$ cat config.mk
export PLATFORM = sky130hd
export DESIGN_NAME = clip_run_detector_top
export DESIGN_NICKNAME = d
export VERILOG_FILES = /design/src/sv/crd_pkg.sv /design/src/sv/crd_div.sv /design/src/sv/crd_datapath.sv /design/src/sv/crd_ctrl.sv /design/src/sv/clip_run_detector_top.sv
export SDC_FILE = /design/constraint.sdc
export NUM_CORES = 1
export LEC_CHECK = 0
export ABC_AREA = 1
export BUFFER_PORTS_ARGS = -buffer_cell sky130_fd_sc_hd__buf_2
export CAP_MARGIN = 20
export CORE_AREA = 2 2 281 491
export DETAILED_ROUTE_END_ITERATION = 10
export DIE_AREA = 0 0 283 493
export PLACE_DENSITY = 0.49
export SLEW_MARGIN = 20
export SYNTH_ARGS = -nofsm -noshare
export SYNTH_HDL_FRONTEND = slang
export SYNTH_SLANG_ARGS = --single-unit
$ cat constraint.sdc
create_clock -name clk_i -period 11 [get_ports clk_i]
set_clock_uncertainty 0.1 [all_clocks]
set_input_delay 2.2 -clock clk_i [delete_from_list [all_inputs] [get_ports clk_i]]
set_output_delay 2.2 -clock clk_i [all_outputs]
set_load 0.01 [all_outputs]
$ cat src/sv/crd_pkg.sv
// ----------------------------------------------------------------------------
// crd_pkg: shared types and constants of the clip run detector
// Widths, register indexes, verdict codes, control/status bundles and the
// clamp level function.
// ----------------------------------------------------------------------------
package crd_pkg;

  localparam int MAX_CHANNELS_DEF = 8;

  localparam int SAMPLE_W     = 32;
  localparam int PEAK_HIGH_W  = 31;
  localparam int COUNT_W      = 32;
  localparam int GAIN_W       = 25;
  localparam int VERDICT_W    = 2;
  localparam int CFG_IDX_W    = 2;
  localparam int CFG_DATA_W   = 6;
  localparam int CHAN_CNT_W   = 4;
  localparam int SRC_BITS_W   = 6;

  localparam int DIV_NUM_W    = 49;
  localparam int DIV_DEN_W    = 32;
  localparam int DIV_QUO_W    = 25;
  localparam int DIV_CNT_W    = 5;

  localparam logic [GAIN_W-1:0]      ONE_Q24     = 25'h100_0000;
  localparam logic [SAMPLE_W-1:0]    NEG_ONE_Q24 = 32'hFF00_0000;
  localparam logic [COUNT_W-1:0]     ALL_ONES    = '1;
  localparam logic [DIV_NUM_W-1:0]   TWO_POW_48  = 49'h1_0000_0000_0000;

  // Register indexes of the configuration port.
  localparam logic [CFG_IDX_W-1:0] CFG_CHANNEL_COUNT = 2'd0;
  localparam logic [CFG_IDX_W-1:0] CFG_SOURCE_BITS   = 2'd1;
  localparam logic [CFG_IDX_W-1:0] CFG_NORMALIZE_OFF = 2'd2;

  // Verdict codes.
  localparam logic [VERDICT_W-1:0] VERDICT_NONE    = 2'd0;
  localparam logic [VERDICT_W-1:0] VERDICT_INTEGER = 2'd1;
  localparam logic [VERDICT_W-1:0] VERDICT_NORM    = 2'd2;
  localparam logic [VERDICT_W-1:0] VERDICT_GAIN    = 2'd3;

  // Commands from the controller to the datapath.
  typedef struct packed {
    logic step;       // sample transfer
    logic cfg_we;     // configuration write
    logic tally;      // add one open run per cycle
    logic div_start;  // launch the divider
    logic div_hi;     // divider works on the high-side term
    logic load;       // fill output register and clear buffer state
  } cmd_t;

  // Status from the datapath to the controller.
  typedef struct packed {
    logic tally_last;
    logic need_div;
    logic hi_zero;
    logic div_done;
  } sts_t;

  // Clamp level in Q1.24: 1 - 2^-(bits-1) for integer depths 1..23, else 1.0.
  function automatic logic [GAIN_W-1:0] clamp_level(input logic [SRC_BITS_W-1:0] bits);
    logic [GAIN_W-1:0] lvl;
    lvl = ONE_Q24;
    if (bits >= 6'd1 && bits <= 6'd23) begin
      lvl = ONE_Q24 - (GAIN_W'(1) << (5'd25 - bits[4:0]));
    end
    return lvl;
  endfunction

endpackage

$ cat src/sv/crd_div.sv
// ----------------------------------------------------------------------------
// crd_div: iterative restoring divider
// Produces a 25-bit quotient, one bit per cycle, for dividends whose
// quotient is known to fit in 25 bits.
// ----------------------------------------------------------------------------
module crd_div (
  input  logic                               clk_i,
  input  logic                               rst_ni,
  input  logic                               start_i,
  input  logic [crd_pkg::DIV_NUM_W-1:0]      num_i,
  input  logic [crd_pkg::DIV_DEN_W-1:0]      den_i,
  output logic                               done_o,
  output logic [crd_pkg::DIV_QUO_W-1:0]      quo_o
);

  logic                              busy_q;
  logic                              done_q;
  logic [crd_pkg::DIV_CNT_W-1:0]     cnt_q;
  logic [crd_pkg::DIV_DEN_W-1:0]     rem_q;
  logic [crd_pkg::DIV_QUO_W-1:0]     num_q;
  logic [crd_pkg::DIV_DEN_W-1:0]     den_q;
  logic [crd_pkg::DIV_QUO_W-1:0]     quo_q;

  logic [crd_pkg::DIV_DEN_W:0]       shifted;
  logic [crd_pkg::DIV_DEN_W:0]       diff;
  logic                              ge;

  // The remainder stays below the divisor, so one extra bit holds the shift.
  assign shifted = {rem_q, num_q[crd_pkg::DIV_QUO_W-1]};
  assign ge      = shifted >= {1'b0, den_q};
  assign diff    = shifted - {1'b0, den_q};

  always_ff @(posedge clk_i or negedge rst_ni) begin
    if (!rst_ni) begin
      busy_q <= 1'b0;
      done_q <= 1'b0;
      cnt_q  <= '0;
    end else if (start_i) begin
      busy_q <= 1'b1;
      done_q <= 1'b0;
      cnt_q  <= crd_pkg::DIV_CNT_W'(crd_pkg::DIV_QUO_W - 1);
    end else if (busy_q) begin
      if (cnt_q == '0) begin
        busy_q <= 1'b0;
        done_q <= 1'b1;
      end else begin
        cnt_q <= cnt_q - 1'b1;
      end
    end else begin
      done_q <= 1'b0;
    end
  end

  always_ff @(posedge clk_i) begin
    if (start_i) begin
      rem_q <= crd_pkg::DIV_DEN_W'(num_i[crd_pkg::DIV_NUM_W-1:crd_pkg::DIV_QUO_W]);
      num_q <= num_i[crd_pkg::DIV_QUO_W-1:0];
      den_q <= den_i;
    end else if (busy_q) begin
      rem_q <= ge ? diff[crd_pkg::DIV_DEN_W-1:0] : shifted[crd_pkg::DIV_DEN_W-1:0];
      num_q <= {num_q[crd_pkg::DIV_QUO_W-2:0], 1'b0};
      quo_q <= {quo_q[crd_pkg::DIV_QUO_W-2:0], ge};
    end
  end

  assign done_o = done_q;
  assign quo_o  = quo_q;

endmodule

$ cat src/sv/crd_datapath.sv
// ----------------------------------------------------------------------------
// crd_datapath: run counters, peaks, clip total and gain computation
// Holds the configuration registers and all per-buffer state, and the
// output register of the result channel.
// ----------------------------------------------------------------------------
module crd_datapath #(
  parameter int MAX_CHANNELS = crd_pkg::MAX_CHANNELS_DEF
) (
  input  logic                                 clk_i,
  input  logic                                 rst_ni,
  input  crd_pkg::cmd_t                        cmd_i,
  output crd_pkg::sts_t                        sts_o,
  input  logic [crd_pkg::CFG_IDX_W-1:0]        cfg_index_i,
  input  logic [crd_pkg::CFG_DATA_W-1:0]       cfg_data_i,
  input  logic signed [crd_pkg::SAMPLE_W-1:0]  sample_i,
  output logic [crd_pkg::COUNT_W-1:0]          clipped_count_o,
  output logic signed [crd_pkg::SAMPLE_W-1:0]  peak_low_o,
  output logic [crd_pkg::PEAK_HIGH_W-1:0]      peak_high_o,
  output logic [crd_pkg::VERDICT_W-1:0]        verdict_o,
  output logic [crd_pkg::GAIN_W-1:0]           gain_o
);

  localparam int PosW = (MAX_CHANNELS > 1) ? $clog2(MAX_CHANNELS) : 1;
  localparam int CntW = $clog2(MAX_CHANNELS + 1);

  // Configuration registers.
  logic [crd_pkg::CHAN_CNT_W-1:0]      chan_cnt_q;
  logic [crd_pkg::SRC_BITS_W-1:0]      src_bits_q;
  logic                                norm_off_q;

  // Buffer state.
  logic [crd_pkg::COUNT_W-1:0]         run_q [MAX_CHANNELS];
  logic [PosW-1:0]                     pos_q;
  logic [PosW-1:0]                     idx_q;
  logic [crd_pkg::COUNT_W-1:0]         total_q;
  logic signed [crd_pkg::SAMPLE_W-1:0] low_q;
  logic [crd_pkg::PEAK_HIGH_W-1:0]     high_q;
  logic [crd_pkg::GAIN_W-1:0]          gain_q;

  logic [CntW-1:0]                     act_cnt;
  logic [PosW-1:0]                     pos_eff;
  logic [PosW-1:0]                     pos_next;
  logic [PosW-1:0]                     rd_idx;
  logic [crd_pkg::COUNT_W-1:0]         rd_run;
  logic [crd_pkg::COUNT_W-1:0]         run_inc;
  logic                                run_gt1;
  logic [crd_pkg::COUNT_W:0]           sum;
  logic [crd_pkg::COUNT_W-1:0]         total_sat;
  logic [crd_pkg::GAIN_W-1:0]          clamp;
  logic                                below;
  logic                                above;
  logic                                tally_last;

  logic                                div_done;
  logic [crd_pkg::DIV_QUO_W-1:0]       div_quo;
  logic [crd_pkg::DIV_NUM_W-1:0]       div_num;
  logic [crd_pkg::DIV_DEN_W-1:0]       div_den;
  logic [crd_pkg::GAIN_W-1:0]          gain_cap;

  // A channel count of zero acts as one; counts above the maximum are capped.
  always_comb begin
    if (chan_cnt_q == '0) begin
      act_cnt = CntW'(1);
    end else if (32'(chan_cnt_q) > 32'(MAX_CHANNELS)) begin
      act_cnt = CntW'(MAX_CHANNELS);
    end else begin
      act_cnt = CntW'(chan_cnt_q);
    end
  end

  assign pos_eff    = (32'(pos_q) >= 32'(act_cnt)) ? '0 : pos_q;
  assign pos_next   = (32'(pos_eff) + 32'd1 >= 32'(act_cnt)) ? '0 : pos_eff + 1'b1;
  assign tally_last = (32'(idx_q) + 32'd1 >= 32'(act_cnt));

  // One read port, shared between the sample update and the final tally.
  assign rd_idx    = cmd_i.tally ? idx_q : pos_eff;
  assign rd_run    = run_q[rd_idx];
  assign run_gt1   = rd_run > crd_pkg::COUNT_W'(1);
  assign run_inc   = (rd_run == crd_pkg::ALL_ONES) ? rd_run : rd_run + 1'b1;
  assign sum       = {1'b0, total_q} + {1'b0, rd_run};
  assign total_sat = sum[crd_pkg::COUNT_W] ? crd_pkg::ALL_ONES : sum[crd_pkg::COUNT_W-1:0];

  assign clamp = crd_pkg::clamp_level(src_bits_q);
  assign below = sample_i < $signed(crd_pkg::NEG_ONE_Q24);
  assign above = sample_i > $signed({7'b0, clamp});

  // Low term: 2^48 / -low_peak. High term: (clamp << 24) / high_peak.
  assign div_num = cmd_i.div_hi ? {clamp, 24'b0} : crd_pkg::TWO_POW_48;
  assign div_den = cmd_i.div_hi ? {1'b0, high_q} : (crd_pkg::DIV_DEN_W'(0) - low_q);

  crd_div u_div (
    .clk_i   (clk_i),
    .rst_ni  (rst_ni),
    .start_i (cmd_i.div_start),
    .num_i   (div_num),
    .den_i   (div_den),
    .done_o  (div_done),
    .quo_o   (div_quo)
  );

  always_comb begin
    sts_o            = '0;
    sts_o.tally_last = tally_last;
    sts_o.need_div   = (total_q != '0) && (src_bits_q == '0) && !norm_off_q;
    sts_o.hi_zero    = (high_q == '0);
    sts_o.div_done   = div_done;
  end

  always_ff @(posedge clk_i or negedge rst_ni) begin
    if (!rst_ni) begin
      chan_cnt_q <= crd_pkg::CHAN_CNT_W'(2);
      src_bits_q <= '0;
      norm_off_q <= 1'b0;
      for (int i = 0; i < MAX_CHANNELS; i++) begin
        run_q[i] <= '0;
      end
      pos_q   <= '0;
      idx_q   <= '0;
      total_q <= '0;
      low_q   <= $signed(crd_pkg::NEG_ONE_Q24);
      high_q  <= crd_pkg::PEAK_HIGH_W'(crd_pkg::ONE_Q24);
    end else if (cmd_i.cfg_we) begin
      unique case (cfg_index_i)
        crd_pkg::CFG_CHANNEL_COUNT: begin
          chan_cnt_q <= cfg_data_i[crd_pkg::CHAN_CNT_W-1:0];
          for (int i = 0; i < MAX_CHANNELS; i++) begin
            run_q[i] <= '0;
          end
          pos_q <= '0;
        end
        crd_pkg::CFG_SOURCE_BITS: begin
          src_bits_q <= cfg_data_i;
          high_q     <= crd_pkg::PEAK_HIGH_W'(crd_pkg::clamp_level(cfg_data_i));
        end
        crd_pkg::CFG_NORMALIZE_OFF: begin
          norm_off_q <= cfg_data_i[0];
        end
        default: begin
        end
      endcase
    end else if (cmd_i.step) begin
      if (below || above) begin
        run_q[pos_eff] <= run_inc;
        if (below && (sample_i < low_q)) begin
          low_q <= sample_i;
        end
        if (above && (sample_i[crd_pkg::PEAK_HIGH_W-1:0] > high_q)) begin
          high_q <= sample_i[crd_pkg::PEAK_HIGH_W-1:0];
        end
      end else begin
        if (run_gt1) begin
          total_q <= total_sat;
        end
        run_q[pos_eff] <= '0;
      end
      pos_q <= pos_next;
    end else if (cmd_i.tally) begin
      if (run_gt1) begin
        total_q <= total_sat;
      end
      idx_q <= tally_last ? '0 : idx_q + 1'b1;
    end else if (cmd_i.load) begin
      for (int i = 0; i < MAX_CHANNELS; i++) begin
        run_q[i] <= '0;
      end
      pos_q   <= '0;
      total_q <= '0;
      low_q   <= $signed(crd_pkg::NEG_ONE_Q24);
      high_q  <= crd_pkg::PEAK_HIGH_W'(clamp);
    end
  end

  // The gain keeps the smaller of the two terms.
  always_ff @(posedge clk_i) begin
    if (div_done) begin
      if (!cmd_i.div_hi || (div_quo < gain_q)) begin
        gain_q <= div_quo;
      end
    end
  end

  assign gain_cap = (gain_q > crd_pkg::ONE_Q24) ? crd_pkg::ONE_Q24 : gain_q;

  always_ff @(posedge clk_i) begin
    if (cmd_i.load) begin
      clipped_count_o <= total_q;
      peak_low_o      <= low_q;
      peak_high_o     <= high_q;
      gain_o          <= crd_pkg::ONE_Q24;
      if (total_q == '0) begin
        verdict_o <= crd_pkg::VERDICT_NONE;
      end else if (src_bits_q != '0) begin
        verdict_o <= crd_pkg::VERDICT_INTEGER;
      end else if (norm_off_q) begin
        verdict_o <= crd_pkg::VERDICT_NORM;
      end else begin
        verdict_o <= crd_pkg::VERDICT_GAIN;
        gain_o    <= gain_cap;
      end
    end
  end

endmodule

$ cat src/sv/crd_ctrl.sv
// ----------------------------------------------------------------------------
// crd_ctrl: sequencing controller of the clip run detector
// Accepts samples, then on the last sample of a buffer walks through the
// run tally, up to two gain divisions and the output load.
// ----------------------------------------------------------------------------
module crd_ctrl (
  input  logic           clk_i,
  input  logic           rst_ni,
  input  logic           in_valid_i,
  input  logic           last_sample_i,
  output logic           in_stall_o,
  output logic           out_valid_o,
  input  logic           out_stall_i,
  input  logic           cfg_valid_i,
  output logic           cfg_ready_o,
  output crd_pkg::cmd_t  cmd_o,
  input  crd_pkg::sts_t  sts_i
);

  typedef enum logic [2:0] {
    S_IDLE,
    S_TALLY,
    S_DECIDE,
    S_LO_START,
    S_LO_WAIT,
    S_HI_START,
    S_HI_WAIT,
    S_FINISH
  } state_e;

  state_e state_q;
  logic   out_valid_q;
  logic   idle;
  logic   accept;
  logic   out_free;

  // A configuration write goes first; a sample offered with it is stalled.
  assign idle     = (state_q == S_IDLE);
  assign accept   = idle && in_valid_i && !cfg_valid_i;
  assign out_free = !out_valid_q || !out_stall_i;

  always_comb begin
    cmd_o           = '0;
    cmd_o.step      = accept;
    cmd_o.cfg_we    = idle && cfg_valid_i;
    cmd_o.tally     = (state_q == S_TALLY);
    cmd_o.div_start = (state_q == S_LO_START) || (state_q == S_HI_START);
    cmd_o.div_hi    = (state_q == S_HI_START) || (state_q == S_HI_WAIT);
    cmd_o.load      = (state_q == S_FINISH) && out_free;
  end

  always_ff @(posedge clk_i or negedge rst_ni) begin
    if (!rst_ni) begin
      state_q     <= S_IDLE;
      out_valid_q <= 1'b0;
    end else begin
      unique case (state_q)
        S_IDLE: begin
          if (accept && last_sample_i) begin
            state_q <= S_TALLY;
          end
        end
        S_TALLY: begin
          if (sts_i.tally_last) begin
            state_q <= S_DECIDE;
          end
        end
        S_DECIDE: begin
          state_q <= sts_i.need_div ? S_LO_START : S_FINISH;
        end
        S_LO_START: begin
          state_q <= S_LO_WAIT;
        end
        S_LO_WAIT: begin
          if (sts_i.div_done) begin
            state_q <= sts_i.hi_zero ? S_FINISH : S_HI_START;
          end
        end
        S_HI_START: begin
          state_q <= S_HI_WAIT;
        end
        S_HI_WAIT: begin
          if (sts_i.div_done) begin
            state_q <= S_FINISH;
          end
        end
        S_FINISH: begin
          if (out_free) begin
            state_q <= S_IDLE;
          end
        end
        default: begin
          state_q <= S_IDLE;
        end
      endcase

      // A waiting result holds until its transfer; a new load replaces it.
      if (cmd_o.load) begin
        out_valid_q <= 1'b1;
      end else if (!out_stall_i) begin
        out_valid_q <= 1'b0;
      end
    end
  end

  assign in_stall_o  = !idle || cfg_valid_i;
  assign cfg_ready_o = idle;
  assign out_valid_o = out_valid_q;

endmodule

$ cat src/sv/clip_run_detector_top.sv
// Samples that are not last transfer back to back unless a configuration write is
// offered. A last sample is followed by a tally of each active channel, a decide state
// and, when a gain is computed, the low term and, unless the high peak is zero, the
// high term in the shared divider before the load. No sample is taken until the result
// loads, and a stalled earlier result delays that load. Asynchronous active-low reset
// loads 2 channels, float source.
// ----------------------------------------------------------------------------
// clip_run_detector_top: clip run detector
// Counts per-channel runs of overrange samples, tracks peaks and reports a
// verdict and normalizing gain at the end of each buffer.
// ----------------------------------------------------------------------------
module clip_run_detector_top #(
  parameter int MAX_CHANNELS = crd_pkg::MAX_CHANNELS_DEF
) (
  input  logic                                 clk_i,
  input  logic                                 rst_ni,
  input  logic                                 in_valid_i,
  output logic                                 in_stall_o,
  input  logic signed [crd_pkg::SAMPLE_W-1:0]  sample_i,
  input  logic                                 last_sample_i,
  output logic                                 out_valid_o,
  input  logic                                 out_stall_i,
  output logic [crd_pkg::COUNT_W-1:0]          clipped_count_o,
  output logic signed [crd_pkg::SAMPLE_W-1:0]  peak_low_o,
  output logic [crd_pkg::PEAK_HIGH_W-1:0]      peak_high_o,
  output logic [crd_pkg::VERDICT_W-1:0]        verdict_o,
  output logic [crd_pkg::GAIN_W-1:0]           gain_o,
  input  logic                                 cfg_valid_i,
  output logic                                 cfg_ready_o,
  input  logic [crd_pkg::CFG_IDX_W-1:0]        cfg_index_i,
  input  logic [crd_pkg::CFG_DATA_W-1:0]       cfg_data_i
);

  crd_pkg::cmd_t cmd;
  crd_pkg::sts_t sts;

  crd_ctrl u_ctrl (
    .clk_i         (clk_i),
    .rst_ni        (rst_ni),
    .in_valid_i    (in_valid_i),
    .last_sample_i (last_sample_i),
    .in_stall_o    (in_stall_o),
    .out_valid_o   (out_valid_o),
    .out_stall_i   (out_stall_i),
    .cfg_valid_i   (cfg_valid_i),
    .cfg_ready_o   (cfg_ready_o),
    .cmd_o         (cmd),
    .sts_i         (sts)
  );

  crd_datapath #(
    .MAX_CHANNELS (MAX_CHANNELS)
  ) u_datapath (
    .clk_i           (clk_i),
    .rst_ni          (rst_ni),
    .cmd_i           (cmd),
    .sts_o           (sts),
    .cfg_index_i     (cfg_index_i),
    .cfg_data_i      (cfg_data_i),
    .sample_i        (sample_i),
    .clipped_count_o (clipped_count_o),
    .peak_low_o      (peak_low_o),
    .peak_high_o     (peak_high_o),
    .verdict_o       (verdict_o),
    .gain_o          (gain_o)
  );

endmodule
==> impl_table.tex, run 1 <==
\begin{tabular}{lr}
\hline
Metric & Value \\
\hline
\multicolumn{2}{l}{\textbf{Synth}} \\
\quad Async SR Flop Fraction & 61.53\% \\
\quad Flops \& latches, synth & 616 \\
\quad Main synth FF type & sky130\_fd\_sc\_hd\_\_dfrtp\_1 \\
\quad Proportion of synthesized chip area in sequential cells & 40.97\% \\
\quad Cell area after synthesis & 0.04035 mm\^{}2 \\
\quad Number of distinct standard cells referenced by the synthesized netlist & 66 \\
\quad Post-Syn Instances & 5603 \\
\quad Syn avg cell area & 7.202 um\^{}2 \\
\quad Total of warnings raised by yosys & 0 \\
\quad Count of flip-flops with a built-in enable after synthesis & 229 \\
\quad Net count of the mapped netlist & 5852 \\
\multicolumn{2}{l}{\textbf{Drt}} \\
\quad Count of TritonRoute iterations in the first routing pass & 6 \\
\quad Overall via count from detail\_route & 39006 \\
\quad Average routed wire per standard cell & 21.73 um \\
\quad Number of remaining DRC errors & 0 \\
\quad Post-Route WL & 163200 um \\
\quad Number of nets still failing antenna checks after routing & 0 \\
\quad Initial DRC Count & 2974 \\
\quad Via count normalized by instance count & 5.195 \\
\multicolumn{2}{l}{\textbf{Clock tree}} \\
\quad Post-CTS Hold Buffers & 0 \\
\quad Clock Pin Slew Worst Setup and Hold Paths & 0.07 ns \\
\quad CTS HTree Levels & 3 \\
\quad Maximum root-to-sink buffer count & 3 \\
\quad CTS tree & yes \\
\quad Cell chosen for the clock root & sky130\_fd\_sc\_hd\_\_clkbuf\_16 \\
\quad Clock Sink Count & 616 \\
\quad Worst-Skew Late Latency & 0.67 ns \\
\quad Post-CTS setup repair buffer count & 0 \\
\quad Num CTS Buffers & 67 \\
\quad Post-CTS resize count & 0 \\
\multicolumn{2}{l}{\textbf{Global routing}} \\
\quad Global route total overflow & 0 \\
\quad Initial antenna violation count & 2 \\
\quad Met2 usage in global routing & 42.35\% \\
\quad Largest net degree at the start of global routing & 162 \\
\quad First-pass GRT wire length & 243400 um \\
\quad Global router's overall resource usage & 22.92\% \\
\quad Met3 routing resource usage after global routing & 2.798\% \\
\quad Layer with the highest usage after global routing & met2 \\
\quad Met1 demand-to-capacity share in global routing & 24.49\% \\
\quad Vias in the first global route & 38328 \\
\multicolumn{2}{l}{\textbf{Die}} \\
\quad Width of the chip & 283 um \\
\quad Effective utilization at floorplan & 29.78\% \\
\quad Number of top-level pins & 171 \\
\quad Vertical extent of the die & 493 um \\
\quad \# rows & 179 \\
\quad Floorplan die area & 0.1395 mm\^{}2 \\
\quad Core box area & 0.1355 mm\^{}2 \\
\multicolumn{2}{l}{\textbf{Place}} \\
\quad Quantity of I/O buffers inserted on ports & 170 \\
\quad Placer Congestion & 0.9496 \\
\quad HPWL after detailed placement & 113700 um \\
\multicolumn{2}{l}{\textbf{Power}} \\
\quad Static leakage power & 21.60 nW \\
\quad Proportion of power drawn by the clock network & 43.6\% \\
\quad Worst-case vdd ir drop & 0.00009595 V \\
\quad Sw Ratio & 29.22\% \\
\quad Power per standard cell area & 121.1 mW/mm\^{}2 \\
\quad Part of the total power dissipated in sequential elements & 43.3\% \\
\quad Net switching power & 1.599 mW \\
\quad Cell Int Power & 3.874 mW \\
\quad Combinational power share & 13.0\% \\
\multicolumn{2}{l}{\textbf{Timing}} \\
\quad Max frequency & 126.0 MHz \\
\quad Slew HR & 27.49\% \\
\quad Period utilization & 72.17\% \\
\quad Actual transition at the worst max-transition pin & 1.088 ns \\
\quad Min Tclk post-route & 7.938 ns \\
\quad Final setup violation count & 0 \\
\quad Final count of hold timing violations & 0 \\
\quad RSZ-0062 raised after global routing & no \\
\quad Sum Neg Setup Slack & 0 ns \\
\quad Final count of pins violating max slew & 0 \\
\multicolumn{2}{l}{\textbf{Setup path}} \\
\quad Required @ worst endpoint & 11.46 ns \\
\quad Kind of capture point of the worst setup path & register \\
\quad Critical Path Max Stage Delay & 0.86 ns \\
\quad Master of the slowest instance on the critical path & sky130\_fd\_sc\_hd\_\_buf\_4 \\
\quad Cell with the most instances on the worst path & sky130\_fd\_sc\_hd\_\_nand2\_1 \\
\quad Worst endpoint data arrival time & 8.40 ns \\
\quad Critical Path Source Type & register \\
\quad Setup CP Type & register to register \\
\quad Register-to-Register Path Depth & 34 \\
\quad Max FO, Critical Path & 97 \\
\multicolumn{2}{l}{\textbf{Final layout}} \\
\quad Most frequent cells in the layout & sky130\_fd\_sc\_hd\_\_nand2\_1, sky130\_fd\_sc\_hd\_\_nor2\_1, sky130\_fd\_sc\_hd\_\_a21oi\_1 \\
\quad \# nets final & 5898 \\
\quad Most frequent standard cell in the layout excluding fill and tap cells & sky130\_fd\_sc\_hd\_\_nand2\_1 \\
\quad Share of layout cells above drive strength 1 & 8.110\% \\
\quad Utilization of the core after routing & 33.34\% \\
\quad Layout overhead on the synthesized area & 11.95\% \\
\multicolumn{2}{l}{\textbf{Flow run}} \\
\quad Max-capacitance violation count & 0 \\
\multicolumn{2}{l}{\textbf{Hold path}} \\
\quad Worst Hold Path Cells & 0 \\
\quad Kind of path behind the tightest hold check & register to register \\
\multicolumn{2}{l}{\textbf{Run status}} \\
\quad Status & completed \\
\hline
\end{tabular}
[stage by stage]
stage	power (mW)	worst slack, ns	hold slack, ns	cell area, um^2	instances
floorplan	2.836	5.688	0.3249	40350	5603
global placement	3.123	3.174	0.3451	42910	7388
detailed placement	3.124	3.206	0.3354	42910	7388
CTS	5.516	3.201	0.3494	45110	7505
global route	5.651	2.379	0.3676	45170	7508
finish	5.473	3.062	0.3487	45170	7508
[cells in the mapped netlist, types with 43 or more instances]
| library cell | number | area (um^2) |
|---|---|---|
| sky130_fd_sc_hd__clkbuf_1 | 154 | 578.1 |
| sky130_fd_sc_hd__ha_1 | 201 | 2515 |
| sky130_fd_sc_hd__nand3_1 | 454 | 2272 |
| sky130_fd_sc_hd__o21ai_0 | 330 | 1652 |
| sky130_fd_sc_hd__xor2_1 | 47 | 411.6 |
| sky130_fd_sc_hd__nor2_1 | 497 | 1866 |
| sky130_fd_sc_hd__nor3_1 | 43 | 215.2 |
| sky130_fd_sc_hd__a21oi_1 | 449 | 2247 |
| sky130_fd_sc_hd__nand2_1 | 2008 | 7537 |
| sky130_fd_sc_hd__dfrtp_1 | 369 | 9234 |
| sky130_fd_sc_hd__edfxtp_1 | 229 | 6877 |
| sky130_fd_sc_hd__inv_1 | 356 | 1336 |
| sky130_fd_sc_hd__buf_2 | 70 | 350.3 |
[power groups by stage]
stage | combinational, mW | sequential (mW) | clock [mW]
after floorplan | 0.420 | 2.42 | 0
after global placement | 0.705 | 2.42 | 0
after detailed placement | 0.706 | 2.42 | 0
after CTS | 0.708 | 2.37 | 2.44
after global routing | 0.772 | 2.37 | 2.51
final | 0.714 | 2.37 | 2.39
[per-layer routing]
| layer | vias up | wire length [um] |
|---|---|---|
| met4 | 2 | 11430 |
| li1 | 18562 | - |
| met3 | 453 | 7977 |
| met2 | 1293 | 84180 |
| met1 | 18696 | 59580 |
| met5 | - | 13 |
[state kept, by name (all words and copies together), names as in the netlist, 2 cells and up]
| register | flops |
|---|---|
| u_datapath.verdict_o | 2 |
| u_datapath.gain_q | 25 |
| u_ctrl.state_q | 3 |
| u_datapath.run_q | 256 |
| u_datapath.pos_q | 3 |
| u_datapath.peak_high_o | 31 |
| u_datapath.chan_cnt_q | 4 |
| u_datapath.gain_o | 25 |
| u_datapath.total_q | 32 |
| u_datapath.peak_low_o | 32 |
| u_datapath.u_div.rem_q | 32 |
| u_datapath.src_bits_q | 6 |
| u_datapath.clipped_count_o | 32 |
| u_datapath.u_div.cnt_q | 5 |
| u_datapath.u_div.den_q | 32 |
| u_datapath.u_div.quo_o | 25 |
| u_datapath.high_q | 31 |
| u_datapath.low_q | 32 |
| u_datapath.idx_q | 3 |
[layout make-up]
class | count | area [um^2]
inverters | 370 | 1394
flip-flops and latches | 616 | 16530
clock inverters | 30 | 346.6
diodes | 1 | 2.502
fillers | 14427 | 90320
clock buffers | 87 | 1854
multi-input cells | 4354 | 21340
well taps | 1810 | 2265
repair buffers | 240 | 1443
[critical path, delay by kind of cell, from the launching register on]
kind            cells  cell delay (ns)
compound gates      4             0.46
xor+xnor            1             0.68
fa+ha+maj           3             0.79
buf+inv             7             2.47
flops               1             0.52
simple gates       19             2.65
[kinds of logic after synthesis]
family,count (synthesis),synth area share (%)
buf+inv,633,6.527
flops,616,40.97
fa+ha+maj,203,6.332
compound gates,911,11.89
mux,1,0.02790
simple gates,3150,32.31
xor+xnor,89,1.950
[worst paths after layout]
path                                           from                    endpoint  slack [ns]
hold / removal                u_datapath.high_q[16]  u_datapath.peak_high_o[16]        0.35
min in group asynchronous                    rst_ni       u_datapath.run_q[234]        1.45
setup / recovery           u_datapath.src_bits_q[1]       u_datapath.run_q[253]        3.06
hold reg to reg               u_datapath.high_q[16]  u_datapath.peak_high_o[16]        0.35
setup reg to reg           u_datapath.src_bits_q[1]       u_datapath.run_q[253]        3.06
max in group asynchronous                    rst_ni        u_datapath.run_q[13]        6.93
Power figures use the tool's default switching activity.
==> inputs of run 2 (changes only) <==
--- a/config.mk
+++ b/config.mk
@@ -11,7 +11,7 @@
 export CORE_AREA = 2 2 281 491
 export DETAILED_ROUTE_END_ITERATION = 10
 export DIE_AREA = 0 0 283 493
-export PLACE_DENSITY = 0.49
+export PLACE_DENSITY = 0.51
 export SLEW_MARGIN = 20
 export SYNTH_ARGS = -nofsm -noshare
 export SYNTH_HDL_FRONTEND = slang
==> constraint.sdc (replaced) <==
create_clock -name clk_i -period 7 [get_ports clk_i]
set_clock_uncertainty 0.1 [all_clocks]
set_input_delay 1.4 -clock clk_i [delete_from_list [all_inputs] [get_ports clk_i]]
set_output_delay 1.4 -clock clk_i [all_outputs]
set_load 0.01 [all_outputs]
==> run 2 against run 1 <==
Compared with the run above:
- fmax rose by 25%
- clock-buffer cell count rose by 2
- flip-flop and latch count did not move
- via count rose by 0.75%
- total power rose by 57%
- hold slack improved by 0.0053 ns
- highest routed layer is now met4
==> impl_table.tex, run 2 (synthesis gave the netlist of run 1 again) <==
\begin{tabular}{lr}
\hline
Metric & Value \\
\hline
\multicolumn{2}{l}{\textbf{Timing}} \\
\quad Actual transition at the worst max-transition pin & 1.107 ns (+0.01973 ns) \\
\quad Slew HR & 26.18\% (-1.3 points) \\
\quad RSZ-0062 raised after global routing & no \\
\quad Sum Neg Setup Slack & 0 ns (unchanged) \\
\quad Min Tclk post-route & 6.375 ns (-1.563 ns) \\
\quad Final count of pins violating max slew & 0 (unchanged) \\
\quad Period utilization & 91.08\% (+19 points) \\
\quad Final count of hold timing violations & 0 (unchanged) \\
\quad Worst Setup Slack, final & 0.6246 ns (-2.437 ns) \\
\quad Final setup violation count & 0 (unchanged) \\
\quad Max frequency & 156.9 MHz (+25\%) \\
\multicolumn{2}{l}{\textbf{Setup path}} \\
\quad Cell with the most instances on the worst path & sky130\_fd\_sc\_hd\_\_nand2\_1 \\
\quad Kind of capture point of the worst setup path & register \\
\quad Max FO, Critical Path & 60 (-38\%) \\
\quad Critical Path Max Stage Delay & 0.55 ns (-0.31 ns) \\
\quad Setup CP Type & register to register \\
\quad Worst endpoint data arrival time & 6.80 ns (-1.60 ns) \\
\quad Dominant delay contributor by cell family on the critical path & simple AND/OR/NAND/NOR gates \\
\quad Master of the slowest instance on the critical path & sky130\_fd\_sc\_hd\_\_buf\_4 \\
\quad Required @ worst endpoint & 7.43 ns (-4.03 ns) \\
\quad Buffers \& Inverters on Critical Path & 7 (unchanged) \\
\quad Critical Path Source Type & register \\
\multicolumn{2}{l}{\textbf{Clock tree}} \\
\quad Clock Pin Slew Worst Setup and Hold Paths & 0.06 ns (about the same) \\
\quad Maximum root-to-sink buffer count & 3 (unchanged) \\
\quad Post-CTS setup repair buffer count & 0 (unchanged) \\
\quad CTS tree & yes \\
\quad Worst-Skew Late Latency & 0.68 ns (about the same) \\
\quad Cell chosen for the clock root & sky130\_fd\_sc\_hd\_\_clkbuf\_16 \\
\quad Num CTS Buffers & 66 (-1.5\%) \\
\quad Post-CTS Hold Buffers & 0 (unchanged) \\
\quad Post-CTS resize count & 0 (unchanged) \\
\quad Clock Sink Count & 616 (unchanged) \\
\quad CTS HTree Levels & 3 (unchanged) \\
\multicolumn{2}{l}{\textbf{Drt}} \\
\quad Number of nets still failing antenna checks after routing & 0 (unchanged) \\
\quad Average routed wire per standard cell & 21.35 um (-1.8\%) \\
\quad Overall via count from detail\_route & 39298 (+0.75\%) \\
\quad Count of TritonRoute iterations in the first routing pass & 8 (+2) \\
\quad Initial DRC Count & 3161 (+6.3\%) \\
\quad Post-Route WL & 161200 um (-1.2\%) \\
\quad Number of remaining DRC errors & 0 (unchanged) \\
\quad Via count normalized by instance count & 5.205 (+0.19\%) \\
\multicolumn{2}{l}{\textbf{Final layout}} \\
\quad Share of layout cells above drive strength 1 & 8.677\% (+0.57 points) \\
\quad Most frequent cells in the layout & sky130\_fd\_sc\_hd\_\_nand2\_1, sky130\_fd\_sc\_hd\_\_nor2\_1, sky130\_fd\_sc\_hd\_\_nand3\_1 \\
\quad Most frequent standard cell in the layout excluding fill and tap cells & sky130\_fd\_sc\_hd\_\_nand2\_1 \\
\quad Largest register FFs & 256 (unchanged) \\
\quad Layout overhead on the synthesized area & 12.87\% \\
\quad Reg with most FFs & u\_datapath.run\_q \\
\quad FILL cells & 14427 (unchanged) \\
\quad \# nets final & 5936 (+0.64\%) \\
\quad Final Instance Count excl. Fillers & 7550 (+0.56\%) \\
\multicolumn{2}{l}{\textbf{Place}} \\
\quad HPWL after detailed placement & 113800 um (about the same) \\
\quad Pre-CTS worst setup slack & 0.3874 ns (-2.819 ns) \\
\quad Quantity of I/O buffers inserted on ports & 170 (unchanged) \\
\quad Placer Congestion & 0.9524 (+0.29\%) \\
\quad Placed Instances & 7428 (+0.54\%) \\
\multicolumn{2}{l}{\textbf{Global routing}} \\
\quad First-pass GRT wire length & 241700 um (-0.70\%) \\
\quad Largest net degree at the start of global routing & 171 (+5.6\%) \\
\quad Global route total overflow & 0 (unchanged) \\
\quad Global router's overall resource usage & 22.67\% (-0.25 points) \\
\quad Vias in the first global route & 38786 (+1.2\%) \\
\quad Initial antenna violation count & 1 (-1) \\
\multicolumn{2}{l}{\textbf{Die}} \\
\quad Floorplan die area & 0.1395 mm\^{}2 (unchanged) \\
\quad Effective utilization at floorplan & 29.78\% (unchanged) \\
\quad Vertical extent of the die & 493 um (unchanged) \\
\quad Number of top-level pins & 171 (unchanged) \\
\quad \# rows & 179 (unchanged) \\
\quad Width of the chip & 283 um (unchanged) \\
\quad Core box area & 0.1355 mm\^{}2 (unchanged) \\
\multicolumn{2}{l}{\textbf{Power}} \\
\quad Power per standard cell area & 188.1 mW/mm\^{}2 (+55\%) \\
\quad Worst-case vdd ir drop & 0.0001361 V (+42\%) \\
\quad Static leakage power & 21.84 nW (+1.1\%) \\
\multicolumn{2}{l}{\textbf{Run status}} \\
\quad Status & completed \\
\multicolumn{2}{l}{\textbf{Hold path}} \\
\quad Kind of path behind the tightest hold check & register to register \\
\multicolumn{2}{l}{\textbf{Flow run}} \\
\quad Max-capacitance violation count & 0 (unchanged) \\
\hline
\end{tabular}
[run 2: changes by cell type in the layout (fill, tap and decap cells not counted), moves of 3 or more]
cell and change:
sky130_fd_sc_hd__clkinv_2 +3, sky130_fd_sc_hd__clkinv_1 -3, sky130_fd_sc_hd__buf_12 +13, sky130_fd_sc_hd__nand3_2 -7, sky130_fd_sc_hd__nand3_1 +7, sky130_fd_sc_hd__buf_4 +27
[run 2: power breakdown]
| part | switching [mW] | total, mW | internal, mW |
|---|---|---|---|
| clock | 1.67 | 3.69 | 2.02 |
| combinational | 0.871 | 1.15 | 0.275 |
| sequential | 0.00518 | 3.73 | 3.72 |
[run 2: final timing paths]
check | from | endpoint | slack, ns | cells after the start
max in group asynchronous | rst_ni | u_datapath.total_q[13] | 4.64 | 2
worst max-delay path | u_datapath.src_bits_q[1] | u_datapath.run_q[67] | 0.62 | 32
worst min-delay path | u_datapath.high_q[14] | u_datapath.peak_high_o[14] | 0.35 | 0
worst max register to register | u_datapath.src_bits_q[1] | u_datapath.run_q[67] | 0.62 | 32
worst min register to register | u_datapath.high_q[14] | u_datapath.peak_high_o[14] | 0.35 | 0
min in group asynchronous | rst_ni | u_datapath.run_q[72] | 0.72 | 1
[run 2: cell type report]
class | instances | area, um^2 | share of cell area (%)
antenna | 1 | 2.502 | 0.005494
clock inverter | 31 | 329.1 | 0.7225
timing repair buffer | 279 | 1878 | 4.124
sequential | 616 | 16530 | 36.30
tap | 1810 | 2265 | 4.972
clock buffer | 89 | 1839 | 4.038
multi-input combinational | 4354 | 21300 | 46.78
inverter | 370 | 1394 | 3.060
[run 2: per-layer routing]
layer	routed length, um	global-route usage (%)	vias to the layer above
li1	-	-	18628
met1	58340	23.99	18828
met2	83540	41.97	1399
met3	7810	2.821	443
met4	11490	15.03	0
met5	0	0	-
[run 2: through the flow]
step | utilization, % | power, mW | hold WS, ns | instance area, um^2
2_1_floorplan | - | 4.457 | 0.3249 | 40350
3_3_place_gp | 31.99 | 4.928 | 0.3420 | 43340
3_5_place_dp | 31.99 | 4.931 | 0.3396 | 43350
4_1_cts | 33.59 | 8.641 | 0.3560 | 45520
5_1_grt | 33.61 | 8.855 | 0.3653 | 45540
6_report | 33.61 | 8.565 | 0.3540 | 45540
